<file path="config.mk">
export PLATFORM = sky130hd
export DESIGN_NAME = iredc_dp
export DESIGN_NICKNAME = d
export VERILOG_FILES = /design/src/hdl/iredc_pkg.sv /design/src/hdl/iredc_dp.sv
export SDC_FILE = /design/constraint.sdc
export NUM_CORES = 1
export LEC_CHECK = 0
export BUFFER_PORTS_ARGS = -buffer_cell sky130_fd_sc_hd__buf_2
export CORE_UTILIZATION = 45
export DETAILED_ROUTE_END_ITERATION = 12
export PLACE_DENSITY = 0.68
export SLEW_MARGIN = 20
export SYNTH_ARGS = -nofsm -noshare
export SYNTH_HDL_FRONTEND = slang
export SYNTH_SLANG_ARGS = --single-unit
</file>
<file path="constraint.sdc">
create_clock -name i_clk -period 5.7 [get_ports i_clk]
set_clock_uncertainty 0.15 [all_clocks]
set_input_delay 1.14 -clock i_clk [delete_from_list [all_inputs] [get_ports i_clk]]
set_output_delay 1.14 -clock i_clk [all_outputs]
set_load 0.03 [all_outputs]
</file>
<file path="src/hdl/iredc_pkg.sv">
package iredc_pkg;

    localparam int SAMPLE_W = 8;
    localparam int PIN_W = 3;
    localparam int BAUD_W = 22;
    localparam int CFG_IDX_W = 2;

    localparam int COUNT_BITS_DEF = 32;
    localparam int DURATION_BITS_DEF = 24;

    // Register indexes of the configuration port.
    localparam logic [CFG_IDX_W-1:0] REG_PIN_SELECT = 2'd0;
    localparam logic [CFG_IDX_W-1:0] REG_BAUD_RATE = 2'd1;

    localparam logic [PIN_W-1:0] PIN_RESET = 3'd1;
    localparam logic [BAUD_W-1:0] BAUD_RESET = 22'd9600;

    // count * 1000000 / (baud * 32) equals count * 31250 / baud exactly,
    // since 1000000 is a multiple of 32.
    localparam int MULT_K_W = 15;
    localparam logic [MULT_K_W-1:0] MULT_K = 15'd31250;

    typedef struct packed {
        logic accept;
        logic mul;
        logic check;
        logic div_step;
        logic load_out;
    } t_cmd;

    typedef struct packed {
        logic change;
        logic ovf;
        logic out_free;
    } t_status;

endpackage

</file>
<file path="src/hdl/iredc_dp.sv">
module iredc_dp import iredc_pkg::*; #(
    parameter int COUNT_BITS = COUNT_BITS_DEF,
    parameter int DURATION_BITS = DURATION_BITS_DEF
) (
    input  logic                     i_clk,
    input  logic                     i_rst_n,
    input  t_cmd                     i_cmd,
    output t_status                  o_status,
    input  logic [SAMPLE_W-1:0]      i_sample_byte,
    input  logic                     i_cfg_we,
    input  logic [CFG_IDX_W-1:0]     i_cfg_idx,
    input  logic [BAUD_W-1:0]        i_cfg_data,
    output logic                     o_out_valid,
    input  logic                     i_out_ready,
    output logic [DURATION_BITS-1:0] o_duration_us,
    output logic                     o_is_pulse
);

    localparam int PROD_W = COUNT_BITS + MULT_K_W;
    localparam int CMP_W = (PROD_W > BAUD_W + DURATION_BITS) ? PROD_W
                                                             : BAUD_W + DURATION_BITS;

    logic [PIN_W-1:0]         r_pin;
    logic [BAUD_W-1:0]        r_baud;
    logic                     r_last_level;
    logic                     r_level_known;
    logic [COUNT_BITS-1:0]    r_count;
    logic [COUNT_BITS-1:0]    r_cap;
    logic [PROD_W-1:0]        r_mult;
    logic [BAUD_W-1:0]        r_rem;
    logic [DURATION_BITS-1:0] r_quo;
    logic                     r_out_valid;
    logic [DURATION_BITS-1:0] r_dur;
    logic                     r_pulse;

    logic                     w_level;
    logic [COUNT_BITS-1:0]    n_count;
    logic [CMP_W-1:0]         w_limit;
    logic [PROD_W-1:0]        w_high;
    logic [BAUD_W:0]          w_rem_sh;
    logic                     w_fits;

    assign w_level = i_sample_byte[r_pin];
    assign n_count = (r_count == '1) ? r_count : r_count + 1'b1;

    // The quotient overflows the output exactly when the dividend reaches
    // baud shifted up by the output width; a zero baud rate lands here too.
    assign w_limit = CMP_W'(r_baud) << DURATION_BITS;
    assign w_high = r_mult >> DURATION_BITS;
    assign w_rem_sh = {r_rem, r_quo[DURATION_BITS-1]};
    assign w_fits = (w_rem_sh >= {1'b0, r_baud});

    assign o_status.change = !r_level_known || (w_level != r_last_level);
    assign o_status.ovf = (CMP_W'(r_mult) >= w_limit);
    assign o_status.out_free = !r_out_valid || i_out_ready;

    assign o_out_valid = r_out_valid;
    assign o_duration_us = r_dur;
    assign o_is_pulse = r_pulse;

    always_ff @(posedge i_clk) begin
        if (!i_rst_n) begin
            r_pin <= PIN_RESET;
            r_baud <= BAUD_RESET;
        end else if (i_cfg_we) begin
            case (i_cfg_idx)
                REG_PIN_SELECT: r_pin <= i_cfg_data[PIN_W-1:0];
                REG_BAUD_RATE:  r_baud <= i_cfg_data;
                default: ;
            endcase
        end
    end

    always_ff @(posedge i_clk) begin
        if (!i_rst_n) begin
            r_last_level <= 1'b0;
            r_level_known <= 1'b0;
            r_count <= '0;
            r_out_valid <= 1'b0;
        end else begin
            if (i_cmd.accept) begin
                if (o_status.change) begin
                    r_last_level <= w_level;
                    r_level_known <= 1'b1;
                    r_count <= '0;
                end else begin
                    r_count <= n_count;
                end
            end
            if (i_cmd.load_out) begin
                r_out_valid <= 1'b1;
            end else if (i_out_ready) begin
                r_out_valid <= 1'b0;
            end
        end
    end

    always_ff @(posedge i_clk) begin
        if (i_cmd.accept) begin
            r_cap <= n_count;
        end
        if (i_cmd.mul) begin
            r_mult <= PROD_W'(r_cap) * PROD_W'(MULT_K);
        end
        // Restoring division, one quotient bit per step; the dividend's low
        // bits shift out of r_quo as the quotient bits shift in.
        if (i_cmd.check) begin
            if (o_status.ovf) begin
                r_quo <= '1;
            end else begin
                r_rem <= w_high[BAUD_W-1:0];
                r_quo <= r_mult[DURATION_BITS-1:0];
            end
        end else if (i_cmd.div_step) begin
            if (w_fits) begin
                r_rem <= BAUD_W'(w_rem_sh - {1'b0, r_baud});
            end else begin
                r_rem <= w_rem_sh[BAUD_W-1:0];
            end
            r_quo <= {r_quo[DURATION_BITS-2:0], w_fits};
        end
        if (i_cmd.load_out) begin
            r_dur <= r_quo;
            r_pulse <= r_last_level;
        end
    end

endmodule

</file>
After elaboration in Yosys (flattened, before gate mapping)
Index checks and enable logic that the tools add are counted.

word-level totals
  output and inout bits = 29
  register bits after elaboration = 209
  logic and storage cells = 46
  bits in read-only memories = 0
  bits of input ports = 41
  RAM bits = 0
  memories = 0
  latch bits = 0

cells by class
  $mul = 1
  muxes and demuxes = 13
  add/sub/neg operators = 2
  divide/modulo/power cells = 0
  equal/unequal tests = 4
  bitwise logic cells = 0
  reductions and logical operators = 11
  $lt $le $gt $ge = 3
  shifts and indexed selects = 0

operator list
  kind                    count
  $mux 22                 4
  $mux 24                 3
  $mux 32                 2
  $ge 47x46->1            1
  $mul 32x14->46 const B  1
  $add 32x1->32 const B   1
  $eq 32x32->1 const B    1
  $ge 23x22->1            1
  $sub 22x22->22          1
  $reduce_and 2->1        4
  $lt 3x4->1 const B      1
  $reduce_bool 2->1       2
  $bmux 1 s3              1
  $mux 1                  3
  $eq 2x1->1 const B      1
  $logic_not 1->1         2
  $logic_not 2->1         1
  $logic_or 1x1->1        2
  $ne 2x2->1 const B      1
  $ne 1x1->1              1

Longest topological paths before layout
Gate-level depths: netlist of the first run.

  depth in word-level cells = 5
  depth in mapped cells = 21
  mapped depth without buffers = 20

Worst setup path before layout of the first run
Ideal clock, no wire load.

  path type = register to register
  start point = register r_cap[15]
  end point = register r_mult[43], data pin
  library setup time = 180 ps
  buffers on the path = 1
  cell stages (with the launch flop) = 22
  period minus slack after synthesis = 5955 ps
  required time = 5370 ps
  arrival time = 5625 ps
  setup slack = -255 ps
  cells stage by stage = edfxtp_1 -> inv_1 -> fa_1 -> inv_1 -> fa_1 -> fa_1 -> fa_1 -> ha_1 -> inv_1 -> fa_1 -> inv_1 -> ha_1 -> buf_6 -> a21o_1 -> a21o_1 -> a21o_1 -> a21oi_1 -> o21ai_1 -> a2111o_1 -> o211ai_2 -> or4b_1 -> o311ai_1

between the ends
  cells in the longest elaborated chain, start to end = 1

RTL lines
  item                    RTL line         source
  from (decl)             iredc_dp.sv:28   logic [COUNT_BITS-1:0] r_cap;
  from (signal assigned)  iredc_dp.sv:100  r_cap <= n_count;
  $mul 32x14->46          iredc_dp.sv:103  r_mult <= PROD_W'(r_cap) * PROD_W'(MULT_K);
  to (signal assigned)    iredc_dp.sv:103
  to (decl)               iredc_dp.sv:29   logic [PROD_W-1:0] r_mult;

Every way passes these cells.
A chain may end at the register's enable or synchronous reset.

Worst setup path in the final report of the first run
  start point = register r_cap[10]
  end point = register r_mult[43], data pin

Same word-level chain as after synthesis.

==> results.md, run 1 <==
- Status: finished with violations
- Failing checks: setup timing
- VDD IR max: 0.240 mV
- Post-route cell area: 20000 um^2
- Min Clock Period, post-route: 5.77 ns
- Clock-pin slew on the worst setup and hold paths: 0.06 ns
- First-pass GRT wire length: 60.9 mm
- Reg2reg path depth: 20
- Core area: 36800 um^2
- Startpoint Class: flip-flop
- Max Transition Viols Final: 0
- Worst-Skew Late Latency: 0.55 ns
- Worst slew margin: 0.281
- PwrDens: 369 nW/um^2
- Mean Syn Cell Area: 10.3 um^2
- Fin worst setup slack: -0.0715 ns
- Placed standard-cell area: 18500 um^2
- # rows: 70
- Number of global-route vias before repair: 12300
- GPL Wtd Cong: 0.908
- Hold buffer count at CTS: 0
- Cells after Synth: 1646
- RSZ-0062 raised after global routing: yes
- Routed wire per std cell: 15.9 um
- Port bufs: 69
- Period utilisation layout: 1.01
- Synth Warn #: 0
- Longest Clk Path Bufs: 3
- Slew @ Worst Pin: 1.08 ns
- Hold Slack: 0.300 ns
- DRT iter0 DRCs: 473
- Ports: 70
- Height of the die: 196 um
- TritonCTS clock tree: yes
- Post-synth EDFFs: 149
- Layout area overhead: 18.2%
- Placed Cells: 2248
- Crit Path Max Fanout: 4
- Achievable Freq: 173 MHz
- H-Tree Depth: 1
- Die area: 38400 um^2
- Final global-route overflow total: 0
- Max Cap Violations: 0
- All-layer global routing usage: 0.194
- Fraction of layout instances using a drive strength above 1: 0.192
- Yosys reg bits: 209
- CTS buffer count: 25
- Endpoint type of the worst setup path: flip-flop
- Synthesized Nets: 2021
- DRC: 0
- Layout Utilization: 0.544
- Ys flop type: edfxtp_1
- Fin cells: 2326
- Layout net count: 2214
- Final Total Pwr: 7.37 mW
- Worst hold stages: 0
- Leakage: 9.03 nW
- Crit Path Category: flip-flop to flip-flop
- Vias/cell: 5.28
- Antenna violations before repair: 0
- Netlist cell types: 83
- Sequential fraction of the synthesis area: 0.335
- Post-route ant nets: 0
- Worst EP arrival: 5.97 ns
- Die X: 196 um
- Final Hold Fails: 0
- Pin count of the biggest net entering global routing: 47
- Mapped cell area: 16900 um^2
- Final setup violation count: 3
- Final wirelength: 37.0 mm
- Total number of vias: 12300
- Diode count: 0
- Hold Crit Class: flip-flop to flip-flop
- Hpwl dp: 28.9 mm
- CTS Sinks: 209
- Root Driver: clkbuf_16
- TritonRoute pass-1 iters: 5
- Asr flop ratio synth: 0
- Starting Density: 0.460
- WP data required: 5.90 ns
## critical path, cell delays in order, from the launching register on
cell and delay (ns):
edfxtp_1 0.36, inv_2 0.07, buf_4 0.14, fa_1 0.52, inv_1 0.04, fa_1 0.49
fa_1 0.46, fa_2 0.50, ha_4 0.28, inv_1 0.05, fa_2 0.52, inv_1 0.06
ha_4 0.28, nand2_4 0.06, or3_4 0.32, or4_4 0.50, o21ai_4 0.19, o211ai_2 0.11
buf_4 0.17, buf_6 0.10, o311ai_2 0.20
## Yosys cell counts (all sizes together) (13+ instances only)
master | instances | area, um^2
nand3 | 26 | 140
o31ai | 14 | 105
inv | 226 | 848
buf | 18 | 113
fa | 136 | 2720
clkbuf | 29 | 109
edfxtp | 149 | 4470
xnor2 | 53 | 464
nand4 | 17 | 106
a21o | 44 | 330
mux2i | 18 | 180
ha | 198 | 2480
a21oi | 128 | 641
xor2 | 30 | 263
dfxtp | 60 | 1200
nor3 | 17 | 85.1
nand2 | 106 | 408
and3 | 13 | 82.6
o21ai | 61 | 305
nor2 | 134 | 508
## flip-flops by register name, summed over array words and instances, names as in the netlist
register       count
r_cap             32
o_is_pulse         1
r_count           32
r_last_level       1
r_quo             24
r_baud            22
o_out_valid        1
r_pin              3
o_duration_us     24
r_level_known      1
r_rem             22
r_mult            46
## power breakdown
part | internal [mW] | total [mW] | switching [mW]
clock network | 0.860 | 1.49 | 0.629
logic | 1.81 | 3.78 | 1.97
registers | 1.98 | 2.10 | 0.123
total | 4.65 | 7.37 | 2.73
## cell usage in the layout (no fill, tap or decap), drive strengths merged, types with 8 or more instances in the layout
master  synthesis  routed
inv           226     229
buf            18     213
ha            198     198
edfxtp        149     149
fa            136     136
nor2          134     134
a21oi         128     128
nand2         106     106
o21ai          61      61
dfxtp          60      60
xnor2          53      53
a21o           44      44
clkbuf         29      40
xor2           30      30
nand3          26      26
mux2i          18      18
nand4          17      17
nor3           17      17
o31ai          14      14
and3           13      13
o21bai         11      11
o21a           11      11
a211oi         11      11
nor4           10      10
o211ai         10      10
nor2b           9       9
nand2b          8       8
and4            8       8
## area by class of cell
class / count / area [um^2]
clock buffer: 40 / 712
clock inverter: 6 / 51.3
inverter: 228 / 861
multi-input combinational: 1162 / 10700
sequential: 209 / 5680
fill: 3142 / 16800
timing repair buffer: 213 / 1450
tap: 468 / 586
## routing by layer
metal  track usage  share of wire  routed length, um
met5             0              0                  0
met4        0.0518          0.022                804
met3        0.0241          0.043               1600
met2         0.327           0.47              17500
met1         0.264           0.46              17200
## per-stage QoR
step | TNS (ns) | worst slack [ns]
floorplan | -0.00467 | -0.00467
global placement | -0.302 | -0.158
detailed placement | -1.22 | -0.228
CTS | -0.0792 | -0.0686
global route | -1.51 | -0.246
finish | -0.123 | -0.0715
## final timing paths
kind	startpoint	endpoint	slack (ns)
hold reg to reg	r_quo[23]	o_duration_us[23]	0.30
setup reg to reg	r_cap[10]	r_mult[43]	-0.07
setup / recovery	r_cap[10]	r_mult[43]	-0.07
hold / removal	r_quo[23]	o_duration_us[23]	0.30
## cell families after synthesis
kind of cell,Yosys count,synth area share
XOR/XNOR,83,0.0429
AO/OA/AOI/OAI,341,0.129
AND/OR/NAND/NOR,380,0.106
flip-flops,209,0.335
adder cells (fa/ha/maj),334,0.307
multiplexers,24,0.0162
buffers and inverters,275,0.0636
## what timing repair did
action,4_1_cts,5_1_grt
gates cloned,0,0
endpoints found under the hold margin,0,0
pin swaps,62,51
setup buffers,21,11
setup endpoints to repair,11,18
resized for setup,50,48
Power figures use the tool's default switching activity.
==> inputs of run 2 (changes only) <==
- CAP_MARGIN: unset -> 20
- REMOVE_ABC_BUFFERS: unset -> 1
==> run 2 against run 1 <==
  * The run still ends with setup timing left
  * Global-route usage increased by 0.18 points
  * Worst setup slack improved by 0.0074 ns
  * Register-to-register slack about the same
  * Combinational power increased by 2%
  * Non-clock buffer count increased by 15
  * Largest power group unchanged
  * Die area unchanged
  * Final cell count increased by 0.56%
  * Clock-buffer cell count decreased by 8
  * Via count decreased by 0.50%
  * Clock power increased by 13%
  * Hold slack got worse by 0.00070 ns
  * Critical endpoint is now r_mult[45]
  * Critical path type unchanged
  * Power increased by 3.6%
==> results.md, run 2 (synthesis gave the netlist of run 1 again) <==
- Status: finished with violations
- Failing checks: setup timing
- Leakage: 9.16 nW (+1.4%)
- Worst slew margin: 0.278 (-0.00355)
- Hold Crit Start: r_quo[4]
- Sw Share: 0.358 (-0.0113)
- WHS Endpoint: o_duration_us[4]
- Port bufs: 69 (unchanged)
- Pin count of the biggest net entering global routing: 51 (+8.5%)
- Die area: 38400 um^2 (unchanged)
- Clock-pin slew on the worst setup and hold paths: 0.06 ns (about the same)
- TritonCTS clock tree: yes
- Final Total Pwr: 7.64 mW (+3.6%)
- Max FFs per register: 46 (unchanged)
- Most frequent cells in the layout: inv_1, ha_1, buf_4
- Final setup violation count: 5 (+2)
- Worst EP arrival: 5.87 ns (-0.10 ns)
- Routed wire per std cell: 16.0 um (+0.21%)
- Crit Path Max Fanout: 5 (+1)
- Internal power: 4.90 mW (+5.5%)
- # rows: 70 (unchanged)
- WP data required: 5.81 ns (-0.09 ns)
- Switching power total: 2.74 mW (+0.48%)
- Root Driver: clkbuf_16
- Final global-route overflow total: 0 (unchanged)
- CP max stage delay: 0.54 ns (+0.02 ns)
- Layout area overhead: 20.0%
- GPL Wtd Cong: 0.897 (-1.3%)
- Number of global-route vias before repair: 12700 (+3.3%)
- VDD IR max: 0.247 mV (+2.7%)
- Fin worst setup slack: -0.0641 ns (+0.00736 ns)
- Hold Slack: 0.299 ns (-0.000703 ns)
- Height of the die: 196 um (unchanged)
- Comb power frac: 0.505 (-0.008)
- Max Transition Viols Final: 0 (unchanged)
- Min Clock Period, post-route: 5.76 ns (-0.00736 ns)
- PwrDens: 376 nW/um^2 (+2.1%)
- Most common cell after layout, fill and taps aside: inv_1
- Reg2Reg Launch Point: r_cap[10]
- Most used cell, CP: fa_1
- DRT iter0 DRCs: 668 (+41%)
- Ports: 70 (unchanged)
- Layout Utilization: 0.552 (+0.00833)
- Fraction of layout instances using a drive strength above 1: 0.211 (+0.0190)
- Worst hold stages: 0 (unchanged)
- Period utilisation layout: 1.01 (-0.00129)
- Crit Path Category: flip-flop to flip-flop
- CTS buffer count: 24 (-4.0%)
- FF-to-FF setup slack: -0.06 ns (about the same)
- First-pass GRT wire length: 61.5 mm (+1.1%)
- Startpoint Class: flip-flop
- H-Tree Depth: 1 (unchanged)
- Hold buffer count at CTS: 0 (unchanged)
- Placed Cells: 2268 (+0.89%)
- Largest registers: r_mult: 46 flops, r_cap: 32 flops, r_count: 32 flops
- Achievable Freq: 173 MHz (+0.13%)
- All-layer global routing usage: 0.196 (+0.00176)
- Core area: 36800 um^2 (unchanged)
- Slew @ Worst Pin: 1.08 ns (+0.00531 ns)
- Max Cap Violations: 0 (unchanged)
- Worst-Skew Late Latency: 0.53 ns (-0.02 ns)
- Setup TNS: -0.159 ns (-0.0359 ns)
- FF-to-FF End: r_mult[45]
- Fin cells: 2339 (+0.56%)
- Hpwl dp: 29.2 mm (+1.0%)
- CP cell instances: inv_2 -> fa_1 -> inv_1 -> fa_1 -> fa_1 -> fa_1 -> ha_1 -> inv_1 -> fa_1 -> inv_1 -> ha_4 -> nand2_4 -> or3_4 -> or4_1 -> o21ai_1 -> buf_4 -> o211ai_2 -> buf_4 -> o21ai_2 -> xor2_1
- Clock group share of total power: 0.221 (+0.019)
- Reg2reg path depth: 20 (unchanged)
- Final Hold Fails: 0 (unchanged)
- Vias/cell: 5.23 (-1.1%)
- DRC: 0 (unchanged)
- Endpoint type of the worst setup path: flip-flop
- Reg power frac: 0.274 (-0.011)
- Antenna violations before repair: 1 (+1)
- Starting Density: 0.460 (unchanged)
- Layout net count: 2228 (+0.63%)
- Total number of vias: 12200 (-0.50%)
- TritonRoute pass-1 iters: 5 (unchanged)
- Longest Clk Path Bufs: 3 (unchanged)
- Diode count: 0 (unchanged)
- Hold Crit Class: flip-flop to flip-flop
- Final wirelength: 37.3 mm (+0.77%)
- Die X: 196 um (unchanged)
- CTS Sinks: 209 (unchanged)
- RSZ-0062 raised after global routing: yes
- Largest Register: r_mult
- Critical-path top delay cell: fa_1
- Post-route ant nets: 0 (unchanged)
==> run 2: changes by cell type in the layout (fill, tap and decap cells not counted), moves of 3 or more <==
cell	delta
buf_4	+13
inv_2	+8
clkbuf_1	-7
fa_1	-6
fa_2	+6
inv_1	-6
bufinv_16	+5
ha_1	-3
ha_4	+3
inv_4	-3
==> run 2: how the worst max path moves through the flow <==
| stage | from | to | slack (ns) | cells after the start |
|---|---|---|---|---|
| after floorplan | r_cap[15] | r_mult[43] | -0.22 | 20 |
| after global placement | r_cap[11] | r_mult[46] | -0.25 | 20 |
| after detailed placement | r_cap[11] | r_mult[46] | -0.38 | 20 |
| after CTS | r_cap[9] | r_mult[45] | -0.005 | 21 |
| after global routing | r_cap[10] | r_mult[45] | -0.28 | 20 |
| final | r_cap[10] | r_mult[45] | -0.06 | 20 |
==> run 2: cell type report <==
cell class	instances	area [um^2]
fillers	3083	16500
flip-flops and latches	209	5680
multi-input cells	1162	10700
inverters	228	856
clock buffers	32	683
clock inverters	12	201
repair buffers	228	1570
well taps	468	586
==> run 2: power by group through the flow <==
stage	clock network (mW)	registers, mW	logic [mW]
after floorplan	0	2.12	2.16
after global placement	0	2.12	3.23
after detailed placement	0	2.13	3.29
after CTS	1.72	2.10	3.55
after global routing	1.78	2.12	4.31
final	1.69	2.10	3.86
==> run 2: layer usage <==
metal / wire length [um] / GRT usage / up-vias
met2: 18100 / 0.343 / 222
met4: 1000 / 0.0547 / 0
li1: - / - / 6120
met5: 0 / 0 / -
met3: 1310 / 0.0222 / 70
met1: 16900 / 0.256 / 5818
==> run 2: through the flow <==
step           worst slack, ns  cell area (um^2)
5_1_grt                 -0.279             20300
6_report               -0.0641             20300
3_5_place_dp            -0.378             18600
3_3_place_gp            -0.249             18600
4_1_cts               -0.00544             19900
2_1_floorplan           -0.223             16700
==> run 2: worst max-delay path: cells and delay by family (launching register included) <==
| kind | cells | cell delay (ns) |
|---|---|---|
| flops | 1 | 0.37 |
| fa+ha+maj | 7 | 3.04 |
| xor+xnor | 1 | 0.07 |
| simple gates | 3 | 0.98 |
| buf+inv | 6 | 0.54 |
| compound gates | 3 | 0.32 |
==> run 2: timing repair <==
action	4_1_cts	5_1_grt
setup buffers	14	13
gates cloned	0	0
gates resized for setup	69	59
pin swaps	63	67
endpoints found under the setup margin	15	19
