`src/hdl/iredc_pkg.sv`:
```
package iredc_pkg;

    localparam int SAMPLE_W = 8;
    localparam int PIN_W = 3;
    localparam int BAUD_W = 22;
    localparam int CFG_IDX_W = 2;

    localparam int COUNT_BITS_DEF = 32;
    localparam int DURATION_BITS_DEF = 24;

    // Register indexes of the configuration port.
    localparam logic [CFG_IDX_W-1:0] REG_PIN_SELECT = 2'd0;
    localparam logic [CFG_IDX_W-1:0] REG_BAUD_RATE = 2'd1;

    localparam logic [PIN_W-1:0] PIN_RESET = 3'd1;
    localparam logic [BAUD_W-1:0] BAUD_RESET = 22'd9600;

    // count * 1000000 / (baud * 32) equals count * 31250 / baud exactly,
    // since 1000000 is a multiple of 32.
    localparam int MULT_K_W = 15;
    localparam logic [MULT_K_W-1:0] MULT_K = 15'd31250;

    typedef struct packed {
        logic accept;
        logic mul;
        logic check;
        logic div_step;
        logic load_out;
    } t_cmd;

    typedef struct packed {
        logic change;
        logic ovf;
        logic out_free;
    } t_status;

endpackage

```
`src/hdl/iredc_ctrl.sv`:
```
module iredc_ctrl import iredc_pkg::*; #(
    parameter int DURATION_BITS = DURATION_BITS_DEF
) (
    input  logic    i_clk,
    input  logic    i_rst_n,
    input  logic    i_in_valid,
    output logic    o_in_ready,
    input  t_status i_status,
    output t_cmd    o_cmd
);

    localparam int ITER_W = $clog2(DURATION_BITS);

    typedef enum logic [2:0] {
        S_IDLE,
        S_MUL,
        S_CHECK,
        S_DIV,
        S_LOAD
    } t_state;

    t_state            r_state;
    logic [ITER_W-1:0] r_iter;

    assign o_in_ready = (r_state == S_IDLE);

    always_comb begin
        o_cmd = '0;
        case (r_state)
            S_IDLE:  o_cmd.accept = i_in_valid;
            S_MUL:   o_cmd.mul = 1'b1;
            S_CHECK: o_cmd.check = 1'b1;
            S_DIV:   o_cmd.div_step = 1'b1;
            S_LOAD:  o_cmd.load_out = i_status.out_free;
            default: o_cmd = '0;
        endcase
    end

    always_ff @(posedge i_clk) begin
        if (!i_rst_n) begin
            r_state <= S_IDLE;
            r_iter <= '0;
        end else begin
            case (r_state)
                S_IDLE: begin
                    if (i_in_valid && i_status.change) begin
                        r_state <= S_MUL;
                    end
                end
                S_MUL: begin
                    r_state <= S_CHECK;
                end
                S_CHECK: begin
                    r_iter <= ITER_W'(DURATION_BITS - 1);
                    if (i_status.ovf) begin
                        r_state <= S_LOAD;
                    end else begin
                        r_state <= S_DIV;
                    end
                end
                S_DIV: begin
                    if (r_iter == '0) begin
                        r_state <= S_LOAD;
                    end else begin
                        r_iter <= r_iter - 1'b1;
                    end
                end
                S_LOAD: begin
                    if (i_status.out_free) begin
                        r_state <= S_IDLE;
                    end
                end
                default: r_state <= S_IDLE;
            endcase
        end
    end

endmodule

```
`config.mk`:
```
export PLATFORM = sky130hd
export DESIGN_NAME = iredc_ctrl
export DESIGN_NICKNAME = d
export VERILOG_FILES = /design/src/hdl/iredc_pkg.sv /design/src/hdl/iredc_ctrl.sv
export SDC_FILE = /design/constraint.sdc
export NUM_CORES = 1
export LEC_CHECK = 0
export ABC_CLOCK_PERIOD_IN_PS = 2100
export BUFFER_PORTS_ARGS = -buffer_cell sky130_fd_sc_hd__buf_4
export CAP_MARGIN = 20
export CORE_AREA = 10 10 47 49
export DETAILED_ROUTE_END_ITERATION = 16
export DIE_AREA = 0 0 57 59
export SYNTH_ARGS = -nofsm -noshare
export SYNTH_HDL_FRONTEND = slang
export SYNTH_SLANG_ARGS = --single-unit
```
`constraint.sdc`:
```
create_clock -name i_clk -period 2.1 [get_ports i_clk]
set_clock_uncertainty 0.15 [all_clocks]
set_input_delay 0.63 -clock i_clk [delete_from_list [all_inputs] [get_ports i_clk]]
set_output_delay 0.63 -clock i_clk [all_outputs]
set_load 0.02 [all_outputs]
```
Word level (Yosys, flattened, before mapping)
Index checks and enable logic that the tools add are counted.
Storage, ports and cells
  register bits: 8
  bits of input ports: 6
  word-level logic and storage cells: 29
Operators by class
  add/subtract/negate cells: 1
  equality and inequality tests: 8
  muxes and demuxes: 12
  reduce and logical (&&, ||, !) cells: 6
Operators with widths (number)
  case mux 3 bit (5 select lines): 1
  2-to-1 mux 3 bit: 4
  case mux 5 bit (2 select lines): 1
  equality test 3 x 2 -> 1 bit, second input constant: 2
  != test 2 bit, second input constant: 3
  zero test 5 bit: 1
  2-to-1 mux 1 bit: 5
  2-to-1 mux 5 bit: 1
  subtractor 5 x 1 -> 5 bit, second input constant: 1
  equality test 3 x 1 -> 1 bit, second input constant: 1
  equality test 3 bit, second input constant: 1
  zero test 3 bit: 1
  AND reduction 3 bit: 1
  != test 2 x 1 -> 1 bit, second input constant: 1
  AND reduction 2 bit: 1
  nonzero test 2 bit: 1
  logical AND 1 bit: 1

Longest topological paths before layout
Gate-level depths: netlist of the first run.
  depth in word-level cells: 3
  mapped depth: 6
  gate-level depth less buffers: 5

Worst setup path before layout of the first run
Ideal clock, no wire load.
  path type: reg2out
  from: register r_state[0]
  to: output o_cmd[4] (netlist bit)
  arrival time: 1.391 ns
  data required time: 1.320 ns
  slack: -0.071 ns
  cell stages (with the launch flop): 4
  path buffers: 1
  path through: dfxtp_1 > clkbuf_1 > nor3_1 > and2_1
RTL lines
  start, declared: line iredc_ctrl.sv:22  | t_state r_state;
  start signal, assigned: line iredc_ctrl.sv:41  | r_state <= S_IDLE;
  start signal, assigned: line iredc_ctrl.sv:47  | r_state <= S_MUL;
  start signal, assigned: line iredc_ctrl.sv:51  | r_state <= S_CHECK;
  end, declared: line iredc_ctrl.sv:9  | output t_cmd o_cmd

==> results.yml, run 1 <==
routing:
  first_iter_violations: 5
  wl_per_cell_um: 14.2
  drtPass1Iterations: 4
  remaining_drc_errors: 0
  detail_routed_via_count_per_cell: 5.52
  detail_route.wirelength_um: 1250
  num_vias: 486
  final_antenna_net_count: 0
floorplanning:
  floorplan.die.height_um: 59
  rows: 14
  floorplan.io_pins: 12
  fp.coreArea_mm2: 0.00140
  floorplan.initialDensity_pct: 35.3
  die_width_um: 57
  design.die.area_mm2: 0.00336
power:
  power_per_cell_area_mw_per_mm2: 829
  max-vdd-ir-drop_mv: 0.339
  leakagePower_nw: 0.262
critical_path:
  worst_path_cell_with_the_longest_stage_delay: "sky130_fd_sc_hd__dfxtp_1"
  critical_path.endpoint_type: "output pin"
  crit_arrival_ps: 1210
  critical_path_required_ps: 1320
  critPathMaxFanout: 11
  critical-path-max-stage-delay_ps: 530
  critical_path.cell_chain: "nand2_1, nor3_1, buf_4"
  worstSetupStartpointType: "flop"
  critPathKind: "reg2out"
clock_tree:
  holdBufCountCts: 0
  cts_sinks: 8
  clock_tree_from_tritoncts: "yes"
  htree_levels: 1
  clkLatencyLatePin_ps: 250
  cts_root_buffer: "sky130_fd_sc_hd__clkbuf_4"
  ctsLongestPathBuffers: 2
  cts_buffers: 3
  post_cts_clock_slew_at_the_launch_and_capture_registers_of_the_worst_setup_and_hold_paths_ps: 50
sta:
  finalSetupViolCount: 0
  timing_hold_violations_final: 0
  timing_worst_slew_pin_value_ps: 365
  final.min_clock_period_ps: 1990
  max_slew_margin_pct: 75.0
  max_transition_viols_final: 0
  final.setup.worst_slack_ps: 109
  fmax_ghz: 0.502
  unrepaired_setup_endpoints_after_global_routing: "no"
  setup_tns_ps: 0
  post-route-period-util_pct: 94.8
yosys:
  synth_seq_cells: 8
  synth_area_um2: 494
  count_of_distinct_cell_types_in_the_synthesized_netlist: 30
  synth-warning-count: 0
  seq_area_frac_synth_pct: 32.4
  number_of_nets_produced_by_synthesis: 66
  synth.avg_cell_area_um2: 8.38
  syn-instance-count: 59
  synthTopCellsByArea: "sky130_fd_sc_hd__dfxtp_1 (32%), sky130_fd_sc_hd__a2111oi_2 (6.1%), sky130_fd_sc_hd__nor3b_1 (4.6%)"
  yosysTopAreaCell: "sky130_fd_sc_hd__dfxtp_1"
  synth.top_cell.area_share_pct: 32.4
global_routing:
  grt_remaining_overflow: 0
  number_of_antenna_violations_at_the_first_check_in_global_routing: 0
  grt_pass1_wl_um: 2110
  grt_max_degree: 12
  number_of_global_route_vias_before_repair: 480
  global_route.usage.total_pct: 7.53
final_layout:
  final_layout_size_suffix_gt1_share_pct: 30.6
  finish.net_count: 81
  synthToLayoutAreaGrowth_pct: 28.4
  fillerInstances: 150
  n_antenna_cell: 0
job:
  max_cap_viol_count: 0
placement:
  gpl.final_weighted_congestion: 0.753
  placement.io_buffers: 11
  detailed_placer_s_ending_hpwl_um: 945
  preCtsSetupSlack_ps: 112
status:
  status: "finished, final reports clean"
min_path:
  min-delay-path-class: "reg2reg"
==> where the power goes <==
group	switching, mW	internal (mW)	leakage, nW	total, mW
sequential	0.0276	0.169	0.0652	0.197
combinational	0.107	0.102	0.183	0.209
clock	0.0539	0.0655	0.0138	0.119
total	0.188	0.337	0.262	0.526
==> metrics by stage <==
stage	std cells	power, mW	utilization [%]	hold WS, ps	instance area, um2
2_1_floorplan	59	0.327	-	339	499
3_3_place_gp	85	0.403	43.4	359	608
3_5_place_dp	85	0.401	43.4	370	608
4_1_cts	88	0.520	45.0	377	631
5_1_grt	88	0.562	45.3	414	634
6_report	88	0.526	45.3	379	634
==> cell usage after synthesis <==
cell type	count
sky130_fd_sc_hd__nor2b_1	2
sky130_fd_sc_hd__o31a_1	1
sky130_fd_sc_hd__a41o_1	1
sky130_fd_sc_hd__nand2b_1	2
sky130_fd_sc_hd__and4_1	1
sky130_fd_sc_hd__a311oi_1	1
sky130_fd_sc_hd__and4_4	1
sky130_fd_sc_hd__o21ai_0	3
sky130_fd_sc_hd__ha_1	1
sky130_fd_sc_hd__inv_1	5
sky130_fd_sc_hd__dfxtp_1	8
sky130_fd_sc_hd__nand3b_1	2
sky130_fd_sc_hd__clkbuf_1	3
sky130_fd_sc_hd__nand4_1	1
sky130_fd_sc_hd__a2111oi_2	2
sky130_fd_sc_hd__a31oi_1	1
sky130_fd_sc_hd__a2111oi_0	1
sky130_fd_sc_hd__o21a_1	1
sky130_fd_sc_hd__a21oi_1	1
sky130_fd_sc_hd__a32o_1	1
sky130_fd_sc_hd__nand2_1	3
sky130_fd_sc_hd__nor3b_1	3
sky130_fd_sc_hd__nor3_1	3
sky130_fd_sc_hd__or3_1	1
sky130_fd_sc_hd__or4b_1	1
sky130_fd_sc_hd__and2_1	1
sky130_fd_sc_hd__nor2_1	4
sky130_fd_sc_hd__and3b_1	1
sky130_fd_sc_hd__a211oi_1	2
sky130_fd_sc_hd__buf_2	1
==> path summary, 6_finish.rpt <==
check	startpoint	to	slack, ps	depth (start not counted)
max	r_state[2]	o_cmd[0]	110	3
min	r_iter[1]	r_iter[1]	380	2
max reg2reg	r_iter[0]	r_iter[0]	160	5
min reg2reg	r_iter[1]	r_iter[1]	380	2
==> cells in the final DEF, fill, tap and decap left out, drive strengths merged, types with 3 or more instances in the layout <==
master and instances:
a2111oi 3, nor3b 3, clkbuf 3, nor2 4, nor3 3, nand2 3, inv 5, o21ai 3
dfxtp 8, buf 14
==> area by class of cell <==
| cell class | count | area, um2 | share of cell area (%) |
|---|---|---|---|
| Tap cell | 16 | 20.0 | 3.16 |
| Timing Repair Buffer | 14 | 105 | 16.6 |
| Sequential cell | 8 | 160 | 25.2 |
| Clock buffer | 3 | 22.5 | 3.55 |
| Inverter | 5 | 18.8 | 2.96 |
| Multi-Input combinational cell | 42 | 308 | 48.5 |
==> registers in the layout (all words and copies together), names as in the netlist <==
name and count:
r_iter 5, r_state 3
==> worst max-delay path, delay by kind of cell, from the launching register on <==
| family | cells | cell delay [ps] |
|---|---|---|
| and+or+nand+nor | 2 | 270 |
| DFF | 1 | 530 |
| buffers and inverters | 1 | 170 |
==> kinds of logic after synthesis <==
| family | count (synthesis) | synth area share (%) |
|---|---|---|
| AND/OR/NAND/NOR | 26 | 32.7 |
| buffers and inverters | 9 | 7.09 |
| adder cells (fa/ha/maj) | 1 | 2.53 |
| AO/OA/AOI/OAI | 15 | 25.3 |
| flip-flops | 8 | 32.4 |
==> layer usage <==
metal | part of all wire (%) | track usage (%) | vias to the layer above
li1 | - | - | 248
met1 | 46 | 8.70 | 215
met2 | 42 | 11.0 | 17
met3 | 7.2 | 3.00 | 6
met4 | 4.0 | 5.37 | 0
met5 | 0 | 0 | -
==> timing repair <==
item | 4_1_cts | 5_1_grt
setup endpoints to repair | 0 | 3
endpoints found under the hold margin | 0 | 0
setup buffers | 0 | 0
gates resized for setup | 0 | 1
No activity file was read; power rests on OpenSTA's default activity.
==> run 2: changes to the inputs <==
--- a/config.mk
+++ b/config.mk
@@ -8,9 +8,13 @@
 export ABC_CLOCK_PERIOD_IN_PS = 2100
 export BUFFER_PORTS_ARGS = -buffer_cell sky130_fd_sc_hd__buf_4
 export CAP_MARGIN = 20
-export CORE_AREA = 10 10 47 49
+export CELL_PAD_IN_SITES_DETAIL_PLACEMENT = 1
+export CELL_PAD_IN_SITES_GLOBAL_PLACEMENT = 1
+export CORE_MARGIN = 10
+export CORE_UTILIZATION = 35
 export DETAILED_ROUTE_END_ITERATION = 16
-export DIE_AREA = 0 0 57 59
+export PLACE_DENSITY_LB_ADDON = 0.1
+export SKIP_CTS_REPAIR_TIMING = 1
 export SYNTH_ARGS = -nofsm -noshare
 export SYNTH_HDL_FRONTEND = slang
 export SYNTH_SLANG_ARGS = --single-unit
==> run 2 against run 1 <==
Compared with the run above: sequential share of layout area decreased by 0.10 points; design area increased by 2.0%; power rose by 1.4%; count of clock-buffer cells in the layout unchanged; non-clock buffer count up 1; register-to-register slack is essentially flat; worst setup slack gained 44 ps; die area down 1.4%; wire length grew 13%; sequential cell count stayed put; via count grew 2.1%; global-route usage increased by 2.0 points; largest cell class unchanged.
==> results.yml, run 2 (same netlist as run 1, synthesis figures left out) <==
sta:
  setup_tns_ps: 0
  fmax_ghz: 0.514
  unrepaired_setup_endpoints_after_global_routing: "no"
  finalSetupViolCount: 0
  timing_hold_violations_final: 0
  max_transition_viols_final: 0
  post-route-period-util_pct: 92.7
  final.min_clock_period_ps: 1950
  timing_worst_slew_pin_value_ps: 364
  max_slew_margin_pct: 75.6
power:
  net-switching-power_uw: 191
  power_frac_comb_pct: 40.8
  leakagePower_nw: 0.267
  max-vdd-ir-drop_mv: 0.364
  seqPwrFrac_pct: 37.4
  power_per_cell_area_mw_per_mm2: 824
  p_sw_share_pct: 35.8
  pwr-share-clk_pct: 21.8
  power_report.internal_total_uw: 342
status:
  status: "finished, final reports clean"
critical_path:
  critPathKind: "reg2reg"
  critical_path.endpoint_type: "flop"
  critical-path-max-stage-delay_ps: 510
  critical_path_required_ps: 2090
  cp_num_buf_inv: 1
  crit_arrival_ps: 1940
  critPathMaxFanout: 6
  worst_path_cell_with_the_longest_stage_delay: "sky130_fd_sc_hd__or4b_4"
  timing.critical_path.max_delay_family: "simple AND/OR/NAND/NOR gates"
  worstSetupStartpointType: "flop"
  critical_path.cell_chain: "inv_1, ha_2, or4b_4, and4_1, a2111oi_2"
global_routing:
  global_route.usage.total_pct: 9.53
  number_of_global_route_vias_before_repair: 572
  grt_remaining_overflow: 0
  number_of_antenna_violations_at_the_first_check_in_global_routing: 0
  grt_max_degree: 14
  grt_pass1_wl_um: 2640
final_layout:
  final_util_pct: 49.1
  fillerInstances: 160
  ff_latch_area_um2: 163
  largest_register_ffs: 5
  synthToLayoutAreaGrowth_pct: 30.9
  multi_input_gate_area_in_the_final_layout_um2: 312
  finish.net_count: 82
  most_flop_heavy_register: "r_iter"
  top_flop_regs: "r_iter (5), r_state (3)"
  final_layout_size_suffix_gt1_share_pct: 35.6
  n_antenna_cell: 0
  final_common_cell: "sky130_fd_sc_hd__buf_4"
  final_cell_mix: "sky130_fd_sc_hd__buf_4 (15), sky130_fd_sc_hd__dfxtp_1 (6), sky130_fd_sc_hd__inv_1 (5)"
clock_tree:
  clock_tree_from_tritoncts: "yes"
  clkLatencyLatePin_ps: 250
  cts_root_buffer: "sky130_fd_sc_hd__clkbuf_4"
  cts_sinks: 8
  htree_levels: 1
  cts_buffers: 3
  ctsLongestPathBuffers: 2
  post_cts_clock_slew_at_the_launch_and_capture_registers_of_the_worst_setup_and_hold_paths_ps: 50
routing:
  detail_routed_via_count_per_cell: 5.64
  final_antenna_net_count: 0
  first_iter_violations: 1
  detail_route.wirelength_um: 1420
  wl_per_cell_um: 16.1
  remaining_drc_errors: 0
  num_vias: 496
  drtPass1Iterations: 3
floorplanning:
  floorplan.io_pins: 12
  floorplan.die.height_um: 57.6
  rows: 13
  design.die.area_mm2: 0.00331
  die_width_um: 57.6
  floorplan.initialDensity_pct: 37.5
  fp.coreArea_mm2: 0.00132
placement:
  detailed_placer_s_ending_hpwl_um: 1100
  gpl.final_weighted_congestion: 0.814
  placement.io_buffers: 11
job:
  max_cap_viol_count: 0
min_path:
  min-delay-path-class: "reg2reg"
[run 2: cell types whose count changed in the layout (fill, tap and decap cells not counted), sizes merged]
cell	change
buf	+1
[run 2: final cells by class]
type	instances	share of cell area, %
Sequential cell	8	25.1
Tap cell	15	2.90
Multi-Input combinational cell	42	48.2
Timing Repair Buffer	15	17.4
Inverter	5	2.90
Clock buffer	3	3.48
[run 2: worst paths after layout]
path                   from        end  slack [ps]  depth (start not counted)
hold / removal    r_iter[1]  r_iter[1]         380                          2
setup reg to reg  r_iter[0]  r_iter[1]         150                          5
hold reg to reg   r_iter[1]  r_iter[1]         380                          2
setup / recovery  r_iter[0]  r_iter[1]         150                          5
[run 2: per-stage QoR]
step | setup WS [ps] | hold WS (ps) | std cells | total power, mW | instance area, um2
after detailed placement | 102 | 373 | 85 | 0.409 | 614
final | 153 | 380 | 88 | 0.533 | 647
after floorplan | 92.2 | 339 | 59 | 0.327 | 499
after global placement | 123 | 352 | 85 | 0.409 | 614
after global routing | 5.34 | 429 | 88 | 0.580 | 647
after CTS | 46.5 | 381 | 88 | 0.529 | 637
[run 2: power groups by stage]
stage                     sequential, mW  combinational, mW  clock [mW]
after floorplan                    0.184              0.144           0
after global placement             0.202              0.207           0
after detailed placement           0.201              0.208           0
after CTS                          0.198              0.210       0.122
after global routing               0.204              0.244       0.133
final                              0.199              0.217       0.116
[run 2: metal layers]
metal	track usage [%]	up-vias	share of wire, %
met5	0	-	0
met4	4.03	0	2.2
met3	3.10	4	3.9
met2	15.2	12	49
met1	11.3	229	45
li1	-	251	-
[run 2: worst reg2reg max path: cells and delay by family, from the launching register on]
family	cells	cell delay, ps
compound gates	1	310
simple gates	2	750
fa+ha+maj	1	190
flops	1	340
buf+inv	1	110
==> run 3: changes to the inputs <==
--- a/config.mk
+++ b/config.mk
@@ -10,7 +10,7 @@
 export CAP_MARGIN = 20
 export CELL_PAD_IN_SITES_DETAIL_PLACEMENT = 1
 export CELL_PAD_IN_SITES_GLOBAL_PLACEMENT = 1
-export CORE_MARGIN = 10
+export CORE_MARGIN = 4
 export CORE_UTILIZATION = 35
 export DETAILED_ROUTE_END_ITERATION = 16
 export PLACE_DENSITY_LB_ADDON = 0.1
==> run 3 against run 2 <==
Compared with the run above: fmax down 2.0%; critical path type is now reg2out; utilization down 1.0 points; first-iteration DRC count up 100%; non-clock buffer count down 2.
==> results.yml, run 3 (same netlist as run 1, synthesis figures left out) <==
status:
  status: "finished, final reports clean"
routing:
  final_antenna_net_count: 0
  drtPass1Iterations: 3
  wl_per_cell_um: 14.3
  num_vias: 490
  first_iter_violations: 2
  detail_route.wirelength_um: 1230
  detail_routed_via_count_per_cell: 5.70
  remaining_drc_errors: 0
final_layout:
  top_flop_regs: "r_iter (5), r_state (3)"
  fillerInstances: 168
  final_common_cell: "sky130_fd_sc_hd__buf_4"
  multi_input_gate_area_in_the_final_layout_um2: 314
  most_flop_heavy_register: "r_iter"
  final_layout_size_suffix_gt1_share_pct: 32.4
  final_cell_mix: "sky130_fd_sc_hd__buf_4 (13), sky130_fd_sc_hd__dfxtp_1 (7), sky130_fd_sc_hd__inv_1 (5)"
  finish.net_count: 80
  ff_latch_area_um2: 161
  synthToLayoutAreaGrowth_pct: 28.1
  largest_register_ffs: 5
  n_antenna_cell: 0
min_path:
  min_delay_worst_endpoint: "r_iter[1]"
  min-delay-path-class: "reg2reg"
  hold_path_depth: 2
  min-delay-start: "r_iter[1]"
sta:
  timing_hold_violations_final: 0
  post-route-period-util_pct: 94.7
  fmax_ghz: 0.503
  final.min_clock_period_ps: 1990
  timing_worst_slew_pin_value_ps: 383
  max_slew_margin_pct: 74.4
  setup_tns_ps: 0
  fin_hold_ws_ps: 369
  max_transition_viols_final: 0
  finalSetupViolCount: 0
global_routing:
  grt_max_degree: 13
  number_of_antenna_violations_at_the_first_check_in_global_routing: 0
  global_route.usage.total_pct: 14.5
  number_of_global_route_vias_before_repair: 481
  grt_remaining_overflow: 0
  grt_pass1_wl_um: 2100
floorplanning:
  floorplan.initialDensity_pct: 37.5
  floorplan.io_pins: 12
  floorplan.die.height_um: 45.6
  design.die.area_mm2: 0.00208
  rows: 13
  die_width_um: 45.6
  fp.coreArea_mm2: 0.00132
clock_tree:
  htree_levels: 1
  cts_sinks: 8
  ctsLongestPathBuffers: 2
  clock_tree_from_tritoncts: "yes"
  post_cts_clock_slew_at_the_launch_and_capture_registers_of_the_worst_setup_and_hold_paths_ps: 50
  clkLatencyLatePin_ps: 260
  cts_buffers: 3
  cts_root_buffer: "sky130_fd_sc_hd__clkbuf_4"
power:
  leakagePower_nw: 0.257
  power_per_cell_area_mw_per_mm2: 818
  max-vdd-ir-drop_mv: 0.369
critical_path:
  cp_num_buf_inv: 1
  worst_path_cell_with_the_longest_stage_delay: "sky130_fd_sc_hd__dfxtp_1"
  crit_arrival_ps: 1210
  r2r-end: "r_iter[1]"
  timing.critical_path.max_delay_family: "flip-flops"
  critical_path.cell_chain: "nor3b_1, buf_4"
  critical_path_required_ps: 1320
  crit-reg2reg-launch: "r_iter[0]"
  critical_path.endpoint_type: "output pin"
  critical-path-max-stage-delay_ps: 550
  worstSetupStartpointType: "flop"
  critPathKind: "reg2out"
  critPathMaxFanout: 12
  rr_worst_depth: 5
  r2r_slack_ps: 150
placement:
  gpl.final_weighted_congestion: 0.752
  detailed_placer_s_ending_hpwl_um: 970
  placement.io_buffers: 11
job:
  max_cap_viol_count: 0
-- run 3: cell types whose count changed in the layout (fill, tap and decap cells not counted), sizes merged --
cell | previous run | this run
buf | 15 | 13
-- run 3: area by class of cell --
type	instances	area share (%)
sequential	8	25.5
timing repair buffer	13	15.4
multi-input combinational	42	49.6
clock buffer	3	3.56
tap	15	2.96
inverter	5	2.96
-- run 3: worst reg2reg max path: stages, from the launching register on --
cell and delay (ps):
sky130_fd_sc_hd__dfxtp_1 340, sky130_fd_sc_hd__inv_1 100, sky130_fd_sc_hd__ha_1 180, sky130_fd_sc_hd__or4b_4 530, sky130_fd_sc_hd__and4_1 240, sky130_fd_sc_hd__a2111oi_2 310
-- run 3: routing by layer --
metal	global-route usage, %	wire [um]	share of wire, %	up-vias
met5	0	0	0	-
met4	8.77	30	2.4	0
met3	5.53	70	5.7	3
met2	23.1	603	49	10
met1	16.1	528	43	232
li1	-	-	-	245
-- run 3: how the worst max path moves through the flow --
| stage | from | to | cells past startpoint |
|---|---|---|---|
| 2_1_floorplan | r_state[0] | o_cmd[3] | 2 |
| 3_3_place_gp | r_iter[0] | r_iter[1] | 5 |
| 3_5_place_dp | r_iter[0] | r_iter[1] | 5 |
| 4_1_cts | r_iter[0] | r_iter[1] | 5 |
| 5_1_grt | r_state[0] | o_cmd[4] | 3 |
| 6_report | r_state[0] | o_cmd[3] | 2 |
-- run 3: stage by stage --
step                      util [%]  instances  area, um2  power, mW  setup slack, ps
final                         48.1         86        633      0.518              112
after global routing          48.1         86        633      0.564            -3.08
after CTS                     47.2         86        622      0.516             33.5
after detailed placement      45.5         83        599      0.393             45.3
after global placement        45.5         83        599      0.391             80.9
after floorplan                  -         59        499      0.327             92.2
-- run 3: where the power goes --
group	switching, mW	leakage (nW)	internal, mW
sequential	0.0297	0.0656	0.170
combinational	0.107	0.178	0.0940
clock	0.0523	0.0138	0.0654
